[src/sv/gsp_pkg.sv]
package gsp_pkg;

    localparam int NUM_MOTORS_DEF = 6;

    localparam int IDX_W       = 3;
    localparam int POS_W       = 16;
    localparam int PH_W        = 5;
    localparam int DUTY_W      = 7;
    localparam int APB_ADDR_W  = 4;
    localparam int APB_DATA_W  = 32;

    localparam logic [PH_W-1:0]   PHASE_LAST = PH_W'(23);
    localparam logic [DUTY_W-1:0] FULL_DUTY  = DUTY_W'(100);

    localparam logic [1:0] STOP_NONE  = 2'd0;
    localparam logic [1:0] STOP_TACHO = 2'd1;
    localparam logic [1:0] STOP_SPEED = 2'd2;

    localparam logic [1:0] REG_STEP_MODE = 2'd0;
    localparam logic [1:0] REG_SPEED_IDX = 2'd1;
    localparam logic [1:0] REG_TACHO_IDX = 2'd2;

    localparam logic             STEP_MODE_RST = 1'b1;
    localparam logic [IDX_W-1:0] SPEED_IDX_RST = IDX_W'(4);
    localparam logic [IDX_W-1:0] TACHO_IDX_RST = IDX_W'(3);

    typedef struct packed {
        logic [IDX_W-1:0] motor_index;
        logic [POS_W-1:0] target_step;
        logic             clockwise;
    } tick_t;

    typedef struct packed {
        logic [IDX_W-1:0]  motor_out;
        logic [POS_W-1:0]  position_now;
        logic              drive_written;
        logic [DUTY_W-1:0] coil_one_duty;
        logic [DUTY_W-1:0] coil_two_duty;
        logic [DUTY_W-1:0] coil_three_duty;
        logic [DUTY_W-1:0] coil_four_duty;
        logic [1:0]        timer_stop;
    } result_t;

    typedef struct packed {
        logic             step_mode;
        logic [IDX_W-1:0] speed_idx;
        logic [IDX_W-1:0] tacho_idx;
    } cfg_t;

    typedef struct packed {
        logic [DUTY_W-1:0] c1;
        logic [DUTY_W-1:0] c2;
        logic [DUTY_W-1:0] c3;
        logic [DUTY_W-1:0] c4;
    } duty_t;

    // position plus its phase mod 24, kept in step so no division is needed
    typedef struct packed {
        logic [POS_W-1:0] pos;
        logic [PH_W-1:0]  phase;
    } entry_t;

    localparam logic [DUTY_W-1:0] COS_DUTY [24] = '{
        7'd85, 7'd91, 7'd100, 7'd91, 7'd85, 7'd59, 7'd39, 7'd19, 7'd0, 7'd81, 7'd61, 7'd41,
        7'd15, 7'd9, 7'd0, 7'd9, 7'd15, 7'd41, 7'd61, 7'd81, 7'd100, 7'd19, 7'd39, 7'd59
    };

    localparam logic [DUTY_W-1:0] SIN_DUTY [24] = '{
        7'd85, 7'd59, 7'd39, 7'd19, 7'd0, 7'd81, 7'd61, 7'd41, 7'd15, 7'd9, 7'd0, 7'd9,
        7'd15, 7'd41, 7'd61, 7'd81, 7'd100, 7'd19, 7'd39, 7'd59, 7'd85, 7'd91, 7'd100, 7'd91
    };

    function automatic logic [2:0] phase_mod6(input logic [PH_W-1:0] p);
        logic [PH_W-1:0] r;
        if (p < PH_W'(6))
            r = p;
        else if (p < PH_W'(12))
            r = p - PH_W'(6);
        else if (p < PH_W'(18))
            r = p - PH_W'(12);
        else
            r = p - PH_W'(18);
        return r[2:0];
    endfunction

    function automatic duty_t full_duty(input logic [2:0] q);
        duty_t d;
        d = '0;
        case (q)
            3'd0: d = '{FULL_DUTY, '0, '0, '0};
            3'd1: d = '{FULL_DUTY, FULL_DUTY, FULL_DUTY, '0};
            3'd2: d = '{'0, FULL_DUTY, FULL_DUTY, '0};
            3'd3: d = '{'0, FULL_DUTY, FULL_DUTY, FULL_DUTY};
            3'd4: d = '{'0, '0, '0, FULL_DUTY};
            3'd5: d = '{FULL_DUTY, '0, '0, FULL_DUTY};
            default: d = '0;
        endcase
        return d;
    endfunction

endpackage

[src/sv/gsp_ram.sv]
module gsp_ram #(
    parameter int WIDTH = 8,
    parameter int DEPTH = 16,
    parameter int AW    = (DEPTH > 1) ? $clog2(DEPTH) : 1
) (
    input  logic             clk,
    input  logic             we,
    input  logic [AW-1:0]    waddr,
    input  logic [WIDTH-1:0] wdata,
    input  logic             re,
    input  logic [AW-1:0]    raddr,
    output logic [WIDTH-1:0] rdata
);

    logic [WIDTH-1:0] mem [DEPTH];

    always_ff @(posedge clk)
    begin
        if (we)
        begin
            mem[waddr] <= wdata;
        end
        if (re)
        begin
            rdata <= mem[raddr];
        end
    end

endmodule

[src/sv/gsp_cfg.sv]
module gsp_cfg (
    input  logic                           clk,
    input  logic                           rst_n,
    input  logic                           psel,
    input  logic                           penable,
    input  logic                           pwrite,
    input  logic [gsp_pkg::APB_ADDR_W-1:0] paddr,
    input  logic [gsp_pkg::APB_DATA_W-1:0] pwdata,
    output logic [gsp_pkg::APB_DATA_W-1:0] prdata,
    output logic                           pready,
    output gsp_pkg::cfg_t                  cfg
);

    import gsp_pkg::*;

    cfg_t cfg_reg;
    logic wr_en;

    assign pready = 1'b1;
    assign wr_en  = psel && penable && pwrite;
    assign cfg    = cfg_reg;

    always_ff @(posedge clk or negedge rst_n)
    begin
        if (!rst_n)
        begin
            cfg_reg.step_mode <= STEP_MODE_RST;
            cfg_reg.speed_idx <= SPEED_IDX_RST;
            cfg_reg.tacho_idx <= TACHO_IDX_RST;
        end
        else if (wr_en && paddr[1:0] == 2'b00)
        begin
            unique case (paddr[3:2])
                REG_STEP_MODE: cfg_reg.step_mode <= pwdata[0];
                REG_SPEED_IDX: cfg_reg.speed_idx <= pwdata[IDX_W-1:0];
                REG_TACHO_IDX: cfg_reg.tacho_idx <= pwdata[IDX_W-1:0];
                default: ;
            endcase
        end
    end

    always_comb
    begin
        prdata = '0;
        unique case (paddr[3:2])
            REG_STEP_MODE: prdata = APB_DATA_W'(cfg_reg.step_mode);
            REG_SPEED_IDX: prdata = APB_DATA_W'(cfg_reg.speed_idx);
            REG_TACHO_IDX: prdata = APB_DATA_W'(cfg_reg.tacho_idx);
            default:       prdata = '0;
        endcase
    end

endmodule

[src/sv/gsp_phase.sv]
module gsp_phase (
    input  gsp_pkg::cfg_t                 cfg,
    input  logic [gsp_pkg::PH_W-1:0]      phase,
    input  logic                          tacho,
    input  logic                          gauge,
    input  logic                          clockwise,
    output gsp_pkg::duty_t                duty,
    output logic                          written
);

    import gsp_pkg::*;

    logic [PH_W-1:0] p;
    logic [2:0]      q;
    duty_t           micro;

    // tachometer runs mirrored
    assign p = tacho ? (PHASE_LAST - phase) : phase;
    assign q = phase_mod6(p);

    always_comb
    begin
        micro.c1 = (p >= PH_W'(9) && p < PH_W'(21)) ? FULL_DUTY : '0;
        micro.c2 = COS_DUTY[p];
        micro.c3 = SIN_DUTY[p];
        micro.c4 = (p >= PH_W'(5) && p < PH_W'(17)) ? FULL_DUTY : '0;
    end

    assign written = gauge && (cfg.step_mode || clockwise);

    always_comb
    begin
        if (!written)
            duty = '0;
        else if (cfg.step_mode)
            duty = micro;
        else
            duty = full_duty(q);
    end

endmodule

[src/sv/gauge_stepper_phase_driver_top.sv]
// Gauge stepper phase driver. Each tick beat names a motor, a target position and a direction;
// the motor's stored position moves one step toward the target and, for the speedometer and
// tachometer motors, four coil duties in percent come back in one result beat. One tick is
// taken every cycle while tick_stall is low; it passes through the s1 stage and out_reg. Positions
// live in a single-port-read position RAM (one entry per motor, with its phase mod 24 alongside);
// the tick's read is issued when it is accepted and written back when it leaves the s1 stage, and
// a write to the same motor by the tick just ahead is forwarded. Per-motor valid bits make every
// position read as zero after reset, so no clearing pass is needed. tick_stall only rises
// while a result is held by result_stall and a second tick is already in flight.
module gauge_stepper_phase_driver_top #(
    parameter int NUM_MOTORS = gsp_pkg::NUM_MOTORS_DEF
) (
    input  logic                           clk,
    input  logic                           rst_n,
    input  logic                           psel,
    input  logic                           penable,
    input  logic                           pwrite,
    input  logic [gsp_pkg::APB_ADDR_W-1:0] paddr,
    input  logic [gsp_pkg::APB_DATA_W-1:0] pwdata,
    output logic [gsp_pkg::APB_DATA_W-1:0] prdata,
    output logic                           pready,
    input  logic                           tick_valid,
    output logic                           tick_stall,
    input  gsp_pkg::tick_t                 tick,
    output logic                           result_valid,
    input  logic                           result_stall,
    output gsp_pkg::result_t               result
);

    import gsp_pkg::*;

    localparam int AW = (NUM_MOTORS > 1) ? $clog2(NUM_MOTORS) : 1;

    cfg_t cfg;

    logic                  s1_valid_reg;
    tick_t                 s1_tick_reg;
    logic                  s1_hit_reg;
    logic                  s1_vld_reg;
    entry_t                fwd_reg;
    logic [NUM_MOTORS-1:0] vld_reg;
    logic                  out_valid_reg;
    result_t               out_reg;

    logic            load_out;
    logic            s1_go;
    logic            accept;
    logic [AW+2:0]   in_ext;
    logic [AW+2:0]   s1_ext;
    logic [AW-1:0]   in_addr;
    logic [AW-1:0]   s1_addr;
    logic            in_range_in;
    logic            s1_in_range;
    entry_t          rd_entry;
    entry_t          cur;
    entry_t          nxt;
    logic            at_target;
    logic            step_down;
    logic            we;
    logic            is_tacho;
    logic            is_speed;
    duty_t           duty;
    logic            written;
    result_t         res_next;

    gsp_cfg u_cfg (
        .clk     (clk),
        .rst_n   (rst_n),
        .psel    (psel),
        .penable (penable),
        .pwrite  (pwrite),
        .paddr   (paddr),
        .pwdata  (pwdata),
        .prdata  (prdata),
        .pready  (pready),
        .cfg     (cfg)
    );

    assign load_out   = !out_valid_reg || !result_stall;
    assign s1_go      = s1_valid_reg && load_out;
    assign tick_stall = s1_valid_reg && !load_out;
    assign accept     = tick_valid && !tick_stall;

    assign in_ext      = {AW'(0), tick.motor_index};
    assign s1_ext      = {AW'(0), s1_tick_reg.motor_index};
    assign in_addr     = in_ext[AW-1:0];
    assign s1_addr     = s1_ext[AW-1:0];
    assign in_range_in = int'(tick.motor_index) < NUM_MOTORS;
    assign s1_in_range = int'(s1_tick_reg.motor_index) < NUM_MOTORS;

    gsp_ram #(
        .WIDTH ($bits(entry_t)),
        .DEPTH (NUM_MOTORS),
        .AW    (AW)
    ) u_pos_ram (
        .clk   (clk),
        .we    (we),
        .waddr (s1_addr),
        .wdata (nxt),
        .re    (accept),
        .raddr (in_addr),
        .rdata (rd_entry)
    );

    always_comb
    begin
        if (s1_hit_reg)
            cur = fwd_reg;
        else if (s1_vld_reg)
            cur = rd_entry;
        else
            cur = '0;
    end

    assign at_target = cur.pos == s1_tick_reg.target_step;
    assign step_down = s1_tick_reg.target_step < cur.pos;

    always_comb
    begin
        nxt = cur;
        if (!at_target)
        begin
            if (step_down)
            begin
                nxt.pos   = cur.pos - POS_W'(1);
                nxt.phase = (cur.phase == '0) ? PHASE_LAST : cur.phase - PH_W'(1);
            end
            else
            begin
                nxt.pos   = cur.pos + POS_W'(1);
                nxt.phase = (cur.phase == PHASE_LAST) ? '0 : cur.phase + PH_W'(1);
            end
        end
    end

    assign we       = s1_go && s1_in_range && !at_target;
    assign is_tacho = s1_tick_reg.motor_index == cfg.tacho_idx;
    assign is_speed = s1_tick_reg.motor_index == cfg.speed_idx;

    gsp_phase u_phase (
        .cfg       (cfg),
        .phase     (nxt.phase),
        .tacho     (is_tacho),
        .gauge     (s1_in_range && !at_target && (is_tacho || is_speed)),
        .clockwise (s1_tick_reg.clockwise),
        .duty      (duty),
        .written   (written)
    );

    always_comb
    begin
        res_next.motor_out       = s1_tick_reg.motor_index;
        res_next.position_now    = s1_in_range ? nxt.pos : '0;
        res_next.drive_written   = written;
        res_next.coil_one_duty   = duty.c1;
        res_next.coil_two_duty   = duty.c2;
        res_next.coil_three_duty = duty.c3;
        res_next.coil_four_duty  = duty.c4;
        res_next.timer_stop      = STOP_NONE;
        if (s1_in_range && at_target)
        begin
            if (is_tacho)
                res_next.timer_stop = STOP_TACHO;
            else if (is_speed)
                res_next.timer_stop = STOP_SPEED;
        end
    end

    always_ff @(posedge clk or negedge rst_n)
    begin
        if (!rst_n)
        begin
            s1_valid_reg  <= 1'b0;
            s1_hit_reg    <= 1'b0;
            s1_vld_reg    <= 1'b0;
            vld_reg       <= '0;
            out_valid_reg <= 1'b0;
        end
        else
        begin
            if (accept)
            begin
                s1_valid_reg <= 1'b1;
                // the ram read lands on the same edge as this write, so take it from fwd_reg
                s1_hit_reg   <= we && (s1_addr == in_addr);
                s1_vld_reg   <= in_range_in && vld_reg[in_addr];
            end
            else if (s1_go)
            begin
                s1_valid_reg <= 1'b0;
            end
            if (we)
            begin
                vld_reg[s1_addr] <= 1'b1;
            end
            if (load_out)
            begin
                out_valid_reg <= s1_valid_reg;
            end
        end
    end

    always_ff @(posedge clk)
    begin
        if (accept)
        begin
            s1_tick_reg <= tick;
        end
        if (we)
        begin
            fwd_reg <= nxt;
        end
        if (s1_go)
        begin
            out_reg <= res_next;
        end
    end

    assign result_valid = out_valid_reg;
    assign result       = out_reg;

endmodule

[config.mk]
export PLATFORM = sky130hd
export DESIGN_NAME = gauge_stepper_phase_driver_top
export DESIGN_NICKNAME = d
export VERILOG_FILES = /design/src/sv/gsp_pkg.sv /design/src/sv/gsp_ram.sv /design/src/sv/gsp_cfg.sv /design/src/sv/gsp_phase.sv /design/src/sv/gauge_stepper_phase_driver_top.sv
export SDC_FILE = /design/constraint.sdc
export NUM_CORES = 1
export LEC_CHECK = 0
export BUFFER_PORTS_ARGS = -buffer_cell sky130_fd_sc_hd__buf_2
export CAP_MARGIN = 10
export CORE_ASPECT_RATIO = 0.9
export CORE_MARGIN = 2
export CORE_UTILIZATION = 53
export CTS_BUF_LIST = sky130_fd_sc_hd__clkbuf_16
export DETAILED_ROUTE_END_ITERATION = 7
export PLACE_DENSITY = 0.77
export REMOVE_ABC_BUFFERS = 1
export SLEW_MARGIN = 15
export SYNTH_ARGS = -nofsm -noshare
export SYNTH_HDL_FRONTEND = slang
export SYNTH_SLANG_ARGS = --single-unit
[constraint.sdc]
create_clock -name clk -period 5.85 [get_ports clk]
set_input_delay 1.17 -clock clk [delete_from_list [all_inputs] [get_ports clk]]
set_output_delay 1.17 -clock clk [all_outputs]
set_load 0.05 [all_outputs]
* After elaboration in Yosys (flattened, before gate mapping)
Memory sizes are Yosys's and may differ from the RTL's. A register that Yosys moved wholly into a read port is not among the register bits.
Cells that the tools add are included.
** Storage, ports and cells
- Bits in read-only memories :: 448
- Memories kept :: 3
- Bits in writable memories :: 126
- Output and inout port bits :: 85
- Input port bits :: 63
- Bits in registers :: 108
- Word-level logic and storage cells :: 125
** Memory list
- (no name shown) :: depth 32, bits a word 7, read ports 1, clocked after memory_dff 0, wr ports 0, RTL line gsp_phase.sv:24 : micro.c2 = COS_DUTY[p];
- (no name shown) :: depth 32, bits a word 7, read ports 1, clocked after memory_dff 0, wr ports 0, RTL line gsp_phase.sv:25 : micro.c3 = SIN_DUTY[p];
- u_pos_ram.mem :: depth 6, bits a word 21, read ports 1, clocked after memory_dff 1, wr ports 1, RTL line gsp_ram.sv:15 : logic [WIDTH-1:0] mem [DEPTH];
** Cells by class
- Mux-type cells :: 29
- Bitwise logic cells :: 3
- Add/subtract/negate cells :: 8
- Equality and inequality tests :: 12
- Magnitude comparators :: 14
- Reduce and logical (&&, ||, !) cells :: 34
** Operators with widths (number)
- one-hot mux 28 bit (6 select lines) :: 1
- 2-to-1 mux 21 bit :: 4
- 2-to-1 mux 7 bit :: 6
- 2-to-1 mux 28 bit :: 1
- logical AND 1 bit :: 17
- adder 16 x 1 -> 16 bit, second input constant :: 1
- equality test 16 bit :: 1
- < comparator 16 bit :: 1
- subtractor 16 x 1 -> 16 bit, second input constant :: 1
- < comparator 5 bit, second input constant :: 3
- 2-to-1 mux 5 bit :: 3
- equality test 3 bit :: 3
- 2-to-1 mux 3 bit :: 3
- one-hot mux 3 bit (3 select lines) :: 1
- < comparator 3 x 4 -> 1 bit, second input constant :: 2
- 2-to-1 mux 1 bit :: 7
- equality test 3 x 2 -> 1 bit, second input constant :: 2
- equality test 3 bit, second input constant :: 2
- >= comparator 6 bit, second input constant :: 1
- < comparator 3 bit, second input constant :: 2
- NOT 5 -> 6 bit :: 1
- bitwise OR 6 bit :: 1
- AND reduction 2 bit :: 3
- subtractor 3 bit, second input constant :: 2
- 24 further kinds :: 31

* Depth between registers and ports, before layout
Gate-level depths: netlist of run 1.
- Depth after elaboration :: 15
- Gate-level depth with buffers :: 25

* By module
From an unflattened synthesis of run 1, not the netlist that was laid out.
** Unflattened totals
- Cell total of the unflattened synthesis :: 1030
- Area, all modules :: 13087.6 µm²
** Modules (own cells, without submodules)
- gsp_ram :: area each 5510.3 µm², cells an instance 277, seq. area each 4414.2 µm², instances 1
- gauge_stepper_phase_driver_top :: area each 5460.2 µm², cells an instance 463, seq. area each 2982.9 µm², instances 1
- gsp_phase :: area each 1510.2 µm², cells an instance 231, seq. area each 0.0 µm², instances 1
- gsp_cfg :: area each 606.8 µm², cells an instance 59, seq. area each 180.2 µm², instances 1

* Worst setup path after synthesis of run 1
Ideal clock, no wire load.
- Path kind :: register -> register
- Start :: reg s1_vld_reg
- End :: reg out_reg (netlist bit result[7]) (data pin)
- Cell stages (with the launch flop) :: 25
- Data arrival time :: 5.680 ns
- Library setup time :: 0.259 ns
- Buffers on the path :: 3
- Period minus slack after synthesis :: 5.939 ns
- Setup slack :: -0.089 ns
- Cell sequence :: dfrtp_1 -> buf_2 -> nor2b_1 -> buf_2 -> clkbuf_1 -> a22o_1 -> inv_1 -> ha_1 -> a21oi_1 -> o21ai_0 -> a211oi_1 -> nand2_1 -> inv_2 -> xnor2_1 -> a21oi_4 -> xnor2_1 -> inv_1 -> ha_1 -> nand2b_1 -> a211o_1 -> a21oi_1 -> a21oi_1 -> xor2_1 -> nor2b_1 -> a211o_1
** RTL lines
- start, declared :: RTL line gauge_stepper_phase_driver_top.sv:39 : logic s1_vld_reg;
- start signal, assigned :: RTL line gauge_stepper_phase_driver_top.sv:186 : s1_vld_reg <= in_range_in && vld_reg[in_addr];
- end signal, assigned :: RTL line gauge_stepper_phase_driver_top.sv:215 : out_reg <= res_next;
- end, declared :: RTL line gauge_stepper_phase_driver_top.sv:43 : result_t out_reg;

==> results of run 1 <==
==> kinds of logic (layout without fill, tap and decap cells) <==
| logic type | Yosys count | after routing | synth area share |
|---|---|---|---|
| xor+xnor | 32 | 32 | 0.0229 |
| compound gates | 218 | 218 | 0.128 |
| fa+ha+maj | 44 | 44 | 0.0456 |
| mux | 58 | 58 | 0.0707 |
| flops | 243 | 243 | 0.589 |
| other cells | 2 | 38 | 0.000613 |
| simple gates | 231 | 231 | 0.0936 |
| buf+inv | 115 | 185 | 0.0494 |
==> power groups by stage <==
stage | Sequential (uW) | Clock (uW) | Combinational, uW
6_report | 2320 | 1510 | 2020
4_1_cts | 2320 | 1530 | 1970
3_3_place_gp | 2350 | 0 | 1920
3_5_place_dp | 2360 | 0 | 1960
5_1_grt | 2340 | 1590 | 2210
2_1_floorplan | 2520 | 0 | 1270
==> per-stage QoR <==
step / setup TNS, ps / instance area, um2 / total power (uW)
2_1_floorplan: -10590 / 11900 / 3790
3_3_place_gp: 0 / 12900 / 4270
3_5_place_dp: 0 / 12900 / 4320
4_1_cts: 0 / 13700 / 5820
5_1_grt: 0 / 13700 / 6140
6_report: 0 / 13700 / 5850
==> how the worst max path moves through the flow <==
stage / from / endpoint / cells past startpoint
final: s1_hit_reg / result[46] / 23
after global routing: s1_hit_reg / result[7] / 23
after CTS: s1_hit_reg / result[46] / 22
after detailed placement: s1_hit_reg / result[46] / 22
after global placement: s1_hit_reg / result[46] / 22
after floorplan: s1_hit_reg / result[22] / 20
==> worst reg2reg max path: cells and delay by family (launching register included) <==
kind	cells	cell delay, ps
xor+xnor	1	390
buf+inv	4	660
fa+ha+maj	2	630
simple gates	5	960
flops	1	400
compound gates	11	2290
==> Yosys cell counts (all sizes together) (6+ instances only) <==
| cell type | count | area share |
|---|---|---|
| a211o | 8 | 0.0057 |
| a211oi | 7 | 0.0057 |
| a21o | 8 | 0.0049 |
| a21oi | 66 | 0.028 |
| a221oi | 7 | 0.0060 |
| a22o | 10 | 0.0072 |
| a22oi | 14 | 0.0090 |
| a31oi | 6 | 0.0031 |
| and2 | 20 | 0.010 |
| buf | 56 | 0.031 |
| clkbuf | 25 | 0.0077 |
| dfrtp | 13 | 0.027 |
| edfxtp | 226 | 0.55 |
| ha | 43 | 0.044 |
| inv | 34 | 0.010 |
| mux2 | 8 | 0.0074 |
| mux2i | 28 | 0.023 |
| mux4 | 22 | 0.040 |
| nand2 | 67 | 0.021 |
| nand2b | 7 | 0.0036 |
| nand3 | 27 | 0.011 |
| nand4 | 7 | 0.0036 |
| nor2 | 51 | 0.016 |
| nor2b | 7 | 0.0036 |
| nor3 | 7 | 0.0029 |
| o21ai | 32 | 0.013 |
| o21bai | 6 | 0.0037 |
| o22ai | 6 | 0.0031 |
| or2 | 8 | 0.0041 |
| or3 | 6 | 0.0031 |
| xnor2 | 25 | 0.018 |
| xor2 | 7 | 0.0050 |
==> per-layer routing <==
| layer | part of all wire | track usage | vias up |
|---|---|---|---|
| met3 | 0.085 | 0.0399 | 46 |
| met4 | 0.024 | 0.0605 | 0 |
| met5 | 0 | 0 | - |
| met2 | 0.46 | 0.346 | 363 |
| met1 | 0.43 | 0.323 | 3874 |
| li1 | - | - | 3703 |
==> timing repair <==
item / CTS / global route
hold buffers: 0 / 0
endpoints found under the hold margin: 0 / 0
gates resized for setup: 0 / 5
endpoints found under the setup margin: 0 / 15
==> final cells by class <==
cell class | count | share of cell area
Sequential cell | 243 | 0.526
Clock buffer | 25 | 0.0456
Multi-Input combinational cell | 621 | 0.337
Inverter | 34 | 0.00929
Tap cell | 297 | 0.0271
Timing Repair Buffer | 108 | 0.0447
Clock inverter | 18 | 0.0111
==> run_results.csv, run 1 <==
group,metric,value,unit
place,gp_congestion,0.886,
floorplan,dieArea,0.0243,mm2
final_layout,regMostFlops,"u_pos_ram.mem",
timing,clock_skew,21.5,ps
worst_setup_path,cpMostUsedCell,"a21oi_1",
synth,synth.distinct_cells,84,
floorplan,rows,52,
route,drt_iter0_markers,659,
synth,synth_edf_count,226,
hold_path,hold_class,"reg2reg",
final_layout,register_area,0.00722,mm2
final_layout,fillers,1709,
floorplan,die_h,148,um
clocking,cts_tree,"done",
route,wire_per_inst,19.7,um
final_layout,final_cell_mix,"226 x edfxtp_1, 80 x buf_2, 66 x nand2_1",
synth,syn_area_per_cell,13.0,um2
final_layout,largest_reg_flops,126,
final_layout,diodes,0,
worst_setup_path,endpoint_kind,"register",
place,dp_hpwl,17.8,mm
power_and_ir_drop,vdd_drop_max,0.000286,V
route,dr.pass1.iters,5,
power_and_ir_drop,p_leak,0.00518,uW
timing,rsz0062_at_grt,"no",
worst_setup_path,startpoint_type,"register",
clocking,htreeDepth,1,
worst_setup_path,reg2reg_from,"s1_hit_reg",
worst_setup_path,cp.required,6250,ps
worst_setup_path,reg2reg_to,"result[46]",
clocking,clockRootBuffer,"clkbuf_16",
worst_setup_path,r2r_cells,23,
clocking,cts_inserted_buffers,25,
floorplan,initial_utilization,0.542,
final_layout,multi_input_area,0.00462,mm2
clocking,clock-sinks,243,
worst_setup_path,path_class,"reg2reg",
global_routing,grt_use_total,0.222,
worst_setup_path,worst_path_dominant_cell_family,"compound AO/OA/AOI/OAI gates",
floorplan,ios,148,
place,dpl_worst_slack,358,ps
hold_path,worstHoldStart,"vld_reg[5]",
global_routing,grt_pass1_wl,41.7,mm
hold_path,hold_depth,1,
power_and_ir_drop,swShare,0.353,
final_layout,fin_nets,1140,
worst_setup_path,rrSetupSlack,410,ps
global_routing,antenna_found_initial,0,
clocking,clk_pin_slew,60,ps
synth,synth_warnings,0,
timing,worstMarginPinSlew,1090,ps
route,viasPerCell,5.93,
flow_run,maxCapViolCount,0,
timing,fin_crit,5440,ps
final_layout,area_growth,12.1,%
run_status,outcome,"finished, final reports clean",
synth,ys_seq_area_frac,0.589,
timing,setup_viol,0,
route,antenna_left,0,
route,finalWirelength,26.6,mm
timing,setup_slack,407,ps
route,num_vias,7986,
worst_setup_path,critPathBufInv,4,
place,portBuffers,80,
final_layout,drive_above_1_share,0.203,
worst_setup_path,cp.arrival,5850,ps
power_and_ir_drop,pwr-share-comb,0.345,
power_and_ir_drop,switching_power,2070,uW
global_routing,overflow,0,
power_and_ir_drop,p_int,3780,uW
synth,netlist_instances,943,
synth,synth_ff_type,"edfxtp_1",
worst_setup_path,cpPeakStageDelay,400,ps
clocking,post_cts.repair.setup_buffers,0,
final_layout,layout_commonest_cell,"edfxtp_1",
timing,hold-worst-slack,470,ps
timing,hold_viol_final,0,
timing,fin_crit_sh,0.930,
worst_setup_path,critPathMaxFanout,15,
clocking,clk_latency,540,ps
power_and_ir_drop,seqPwrFrac,0.397,
timing,fmax,184,MHz
timing,slew_violations,0,
timing,slew-limit-headroom,0.274,
route,drc,0,
global_routing,grt_max_degree,46,
synth,async_flop_share,0.0700,
floorplan,core_area,0.0226,mm2
worst_setup_path,slowest_stage,"dfrtp_1",
final_layout,fin_util,0.608,
global_routing,grt_pass1_vias,7631,
clocking,cts.path.max_buffers,3,
final_layout,fin_cells,1346,
synth,synth-seq-cells,243,
hold_path,hold_path_end,"vld_reg[5]",
power_and_ir_drop,pwr_density_cell,426,mW/mm2
place,place_inst,1303,
worst_setup_path,crit_chain,"nor2b_1 -> buf_4 -> a22o_1 -> inv_1 -> ha_1 -> a21oi_1 -> o21ai_0 -> a211o_1 -> o211ai_2 -> nand2_2 -> inv_2 -> buf_4 -> ha_1 -> a21oi_1 -> o21ai_0 -> a21oi_1 -> nor2_1 -> a21oi_1 -> a211o_1 -> a211oi_1 -> nor3b_1 -> xor2_2 -> and2_1",
synth,synthesis.area,0.0122,mm2
power_and_ir_drop,clkPwrFrac,0.258,
floorplan,die_x,164,um
Note: power is estimated with default switching activity, not from simulation.
==> inputs of run 2 (changes only) <==
--- a/config.mk
+++ b/config.mk
@@ -5,16 +5,19 @@
 export SDC_FILE = /design/constraint.sdc
 export NUM_CORES = 1
 export LEC_CHECK = 0
+export ABC_CLOCK_PERIOD_IN_PS = 5850
 export BUFFER_PORTS_ARGS = -buffer_cell sky130_fd_sc_hd__buf_2
 export CAP_MARGIN = 10
 export CORE_ASPECT_RATIO = 0.9
 export CORE_MARGIN = 2
-export CORE_UTILIZATION = 53
+export CORE_UTILIZATION = 54
 export CTS_BUF_LIST = sky130_fd_sc_hd__clkbuf_16
 export DETAILED_ROUTE_END_ITERATION = 7
 export PLACE_DENSITY = 0.77
+export RECOVER_POWER = 50
 export REMOVE_ABC_BUFFERS = 1
 export SLEW_MARGIN = 15
 export SYNTH_ARGS = -nofsm -noshare
 export SYNTH_HDL_FRONTEND = slang
+export SYNTH_HIERARCHICAL = 1
 export SYNTH_SLANG_ARGS = --single-unit
==> run 2 against run 1 <==
  * The flow now finishes with violations (capacitance limit, slew limit)
  * Cell area grew 5.2%
  * Power up 5.8%
  * Die area rose by 4.8%
  * Synthesized cell count increased by 9.2%
  * Via count grew 7.5%
  * Global-route usage increased by 0.072 points
  * Flip-flop and latch count is 12 higher
  * Non-clock buffer count rose by 16
  * Critical path type unchanged
  * Clock skew down 6.2 ps
  * Cell count increased by 7.6%
  * Sequential power increased by 4%
==> run_results.csv, run 2 <==
group,metric,value,unit
synth,synth_commonest_cells,"238 x edfxtp_1, 75 x mux2i_1, 64 x a21oi_1",
timing,fin_crit,5490,ps
route,drc,0,
worst_setup_path,rrSetupSlack,360,ps
power_and_ir_drop,pwr_density_cell,428,mW/mm2
floorplan,dieArea,0.0255,mm2
worst_setup_path,cp.arrival,5730,ps
global_routing,grt_pass1_vias,8023,
run_status,violations,"capacitance limit, slew limit",
timing,rsz0062_at_grt,"no",
synth,synth_xor_xnor_area_share,0.0201,
worst_setup_path,worst_path_dominant_cell_family,"simple AND/OR/NAND/NOR gates",
synth,yosysTopAreaCell,"edfxtp_1",
final_layout,area_growth,10.4,%
synth,async_flop_share,0.0667,
route,wl_met3,2.04,mm
synth,ys_seq_area_frac,0.579,
worst_setup_path,slowest_stage,"or4_4",
place,portBuffers,88,
clocking,cts.path.max_buffers,3,
synth,syn_area_per_cell,12.7,um2
place,dp_hpwl,18.9,mm
global_routing,grt_max_degree,52,
synth,synth_top_family_by_area,"compound AO/OA/AOI/OAI gates",
clocking,clk_latency,530,ps
final_layout,fin_cells,1448,
synth,netlist_instances,1030,
route,viasPerCell,5.93,
clocking,clk_pin_slew,60,ps
route,met2_length,13.3,mm
global_routing,overflow,0,
timing,hold-worst-slack,468,ps
route,wire_per_inst,19.9,um
clocking,htreeDepth,1,
worst_setup_path,cp.required,6100,ps
floorplan,initial_utilization,0.544,
synth,synth_warnings,6,
final_layout,regMostFlops,"u_pos_ram/mem",
route,highest_layer,"met4",
worst_setup_path,cpPeakStageDelay,610,ps
route,drt-met1-wl,13.0,mm
place,placed_area,0.0137,mm2
synth,synthesis.area,0.0131,mm2
synth,synth_edf_count,238,
timing,slew_violations,172,
worst_setup_path,crit_chain,"buf_4 -> o21ai_0 -> inv_1 -> ha_1 -> nand4_2 -> or4_4 -> nor4_1 -> buf_4 -> a311oi_1 -> a21oi_1 -> xor2_2 -> inv_1 -> ha_1 -> nor2b_1 -> nand2_1 -> nand4_1 -> a211oi_2 -> nor3_1",
worst_setup_path,critPathBufInv,4,
global_routing,grt_pass1_wl,44.2,mm
final_layout,diodes,0,
final_layout,design_area,0.0144,mm2
worst_setup_path,path_class,"reg2reg",
final_layout,layout_commonest_cell,"edfxtp_1",
timing,setup_viol,0,
place,place_inst,1399,
timing,fin_crit_sh,0.938,
synth,synth-compound-area-share,0.139,
timing,slew-limit-headroom,-1.55,
route,dr.pass1.iters,5,
clocking,clock-sinks,255,
global_routing,grt_use_total,0.222,
floorplan,rows,54,
timing,setup_slack,364,ps
floorplan,core_area,0.0241,mm2
route,finalWirelength,28.8,mm
timing,hold_viol_final,0,
timing,fmax,182,MHz
power_and_ir_drop,vdd_drop_max,0.000237,V
synth,synth-seq-cells,255,
worst_setup_path,endpoint_kind,"register",
floorplan,die_h,152,um
synth,muxShareOfSynthArea,0.0685,
global_routing,antenna_found_initial,0,
final_layout,fillers,1929,
route,num_vias,8586,
place,dpl_worst_slack,186,ps
final_layout,final_cell_mix,"238 x edfxtp_1, 75 x mux2i_1, 64 x clkbuf_1",
synth,synth.distinct_cells,98,
power_and_ir_drop,p_leak,0.00550,uW
route,drt_iter0_markers,661,
synth,yosys.area_share.adder,0.0433,
synth,synth_ff_type,"edfxtp_1",
synth,synth.area.top_cells,"edfxtp_1 55%, mux2i_1 5.7%, ha_1 4.0%, buf_4 2.5%, dfrtp_1 2.5%",
floorplan,ios,148,
hold_path,hold_class,"reg2reg",
worst_setup_path,critPathMaxFanout,13,
route,antenna_left,0,
clocking,clockRootBuffer,"clkbuf_16",
synth,synth_most_common_cell,"edfxtp_1",
synth,synth_top_cell_area_share,0.546,
clocking,cts_tree,"done",
flow_run,maxCapViolCount,4,
floorplan,die_x,168,um
power_and_ir_drop,design_power_total,6190,uW
clocking,cts_inserted_buffers,27,
final_layout,largest_reg_flops,126,
worst_setup_path,startpoint_type,"register",
run_status,outcome,"finished with violations",
place,gp_congestion,0.903,
timing,worstMarginPinSlew,3830,ps
final_layout,fin_nets,1226,
synth,yosys.area_share.simple,0.0900,
timing,clock_skew,15.3,ps
final_layout,drive_above_1_share,0.132,
run 2: changes by cell type in the layout (fill, tap and decap cells not counted), moves of 7 or more:
cell	before	now
a211o_1	8	1
nand2_1	66	59
mux4_2	22	1
nor2_1	49	39
edfxtp_1	226	238
clkbuf_1	0	64
and2_1	19	7
buf_2	80	27
clkinv_1	2	11
mux2i_1	28	75
nor3_1	6	25
a211oi_1	5	14
nand2b_1	7	14
a22o_1	10	29
run 2: cells by family (layout without fill, tap and decap cells):
family | count (synthesis) | count (layout)
buffers and inverters | 135 | 210
other | 3 | 38
AO/OA/AOI/OAI | 252 | 252
XOR/XNOR | 27 | 27
adder cells (fa/ha/maj) | 45 | 45
flip-flops | 255 | 255
AND/OR/NAND/NOR | 227 | 227
multiplexers | 86 | 86
run 2: metal layers:
| metal | GRT usage | vias up |
|---|---|---|
| met5 | 0 | - |
| met4 | 0.0603 | 0 |
| met3 | 0.0314 | 43 |
| met2 | 0.354 | 322 |
| met1 | 0.324 | 4191 |
| li1 | - | 4030 |
run 2: stage by stage:
step | setup TNS, ps | util
after floorplan | -100490 | -
after global placement | 0 | 0.571
after detailed placement | 0 | 0.571
after CTS | 0 | 0.605
after global routing | 0 | 0.601
final | 0 | 0.601
run 2: cell type report:
| cell class | instances | area (um2) | area share |
|---|---|---|---|
| Clock buffer | 27 | 676 | 0.0468 |
| Clock inverter | 22 | 158 | 0.0109 |
| Inverter | 37 | 140 | 0.00970 |
| Multi-Input combinational cell | 675 | 4890 | 0.338 |
| Sequential cell | 255 | 7580 | 0.524 |
| Tap cell | 308 | 385 | 0.0267 |
| Timing Repair Buffer | 124 | 623 | 0.0431 |
run 2: report_power, final:
| part | total, uW | switching [uW] | leakage, uW | internal (uW) |
|---|---|---|---|---|
| registers | 2420 | 58.9 | 0.00240 | 2370 |
| logic | 2170 | 1490 | 0.00267 | 682 |
| clock network | 1590 | 666 | 0.000419 | 923 |
run 2: worst reg2reg max path, cell delays in order, from the launching register on:
cell	delay (ps)
dfrtp_1	380
buf_4	190
o21ai_0	420
inv_1	90
ha_1	320
nand4_2	170
or4_4	610
nor4_1	420
buf_4	260
a311oi_1	70
a21oi_1	370
xor2_2	360
inv_1	120
ha_1	260
nor2b_1	170
nand2_1	140
nand4_1	190
a211oi_2	520
nor3_1	150
run 2: path summary, 6_finish.rpt:
check                           start           end  cells after the start
setup / recovery           s1_hit_reg    result[18]                     18
setup reg to reg           s1_hit_reg    result[18]                     18
min in group asynchronous       rst_n  u_cfg/cfg[2]                      1
max in group asynchronous       rst_n    s1_hit_reg                      1
hold reg to reg            vld_reg[1]    vld_reg[1]                      1
hold / removal             vld_reg[1]    vld_reg[1]                      1
run 2: repair_timing:
action,CTS,global route
buffers inserted,0,0
endpoints found under the setup margin,0,48
resized for setup,0,7
hold buffers,0,0
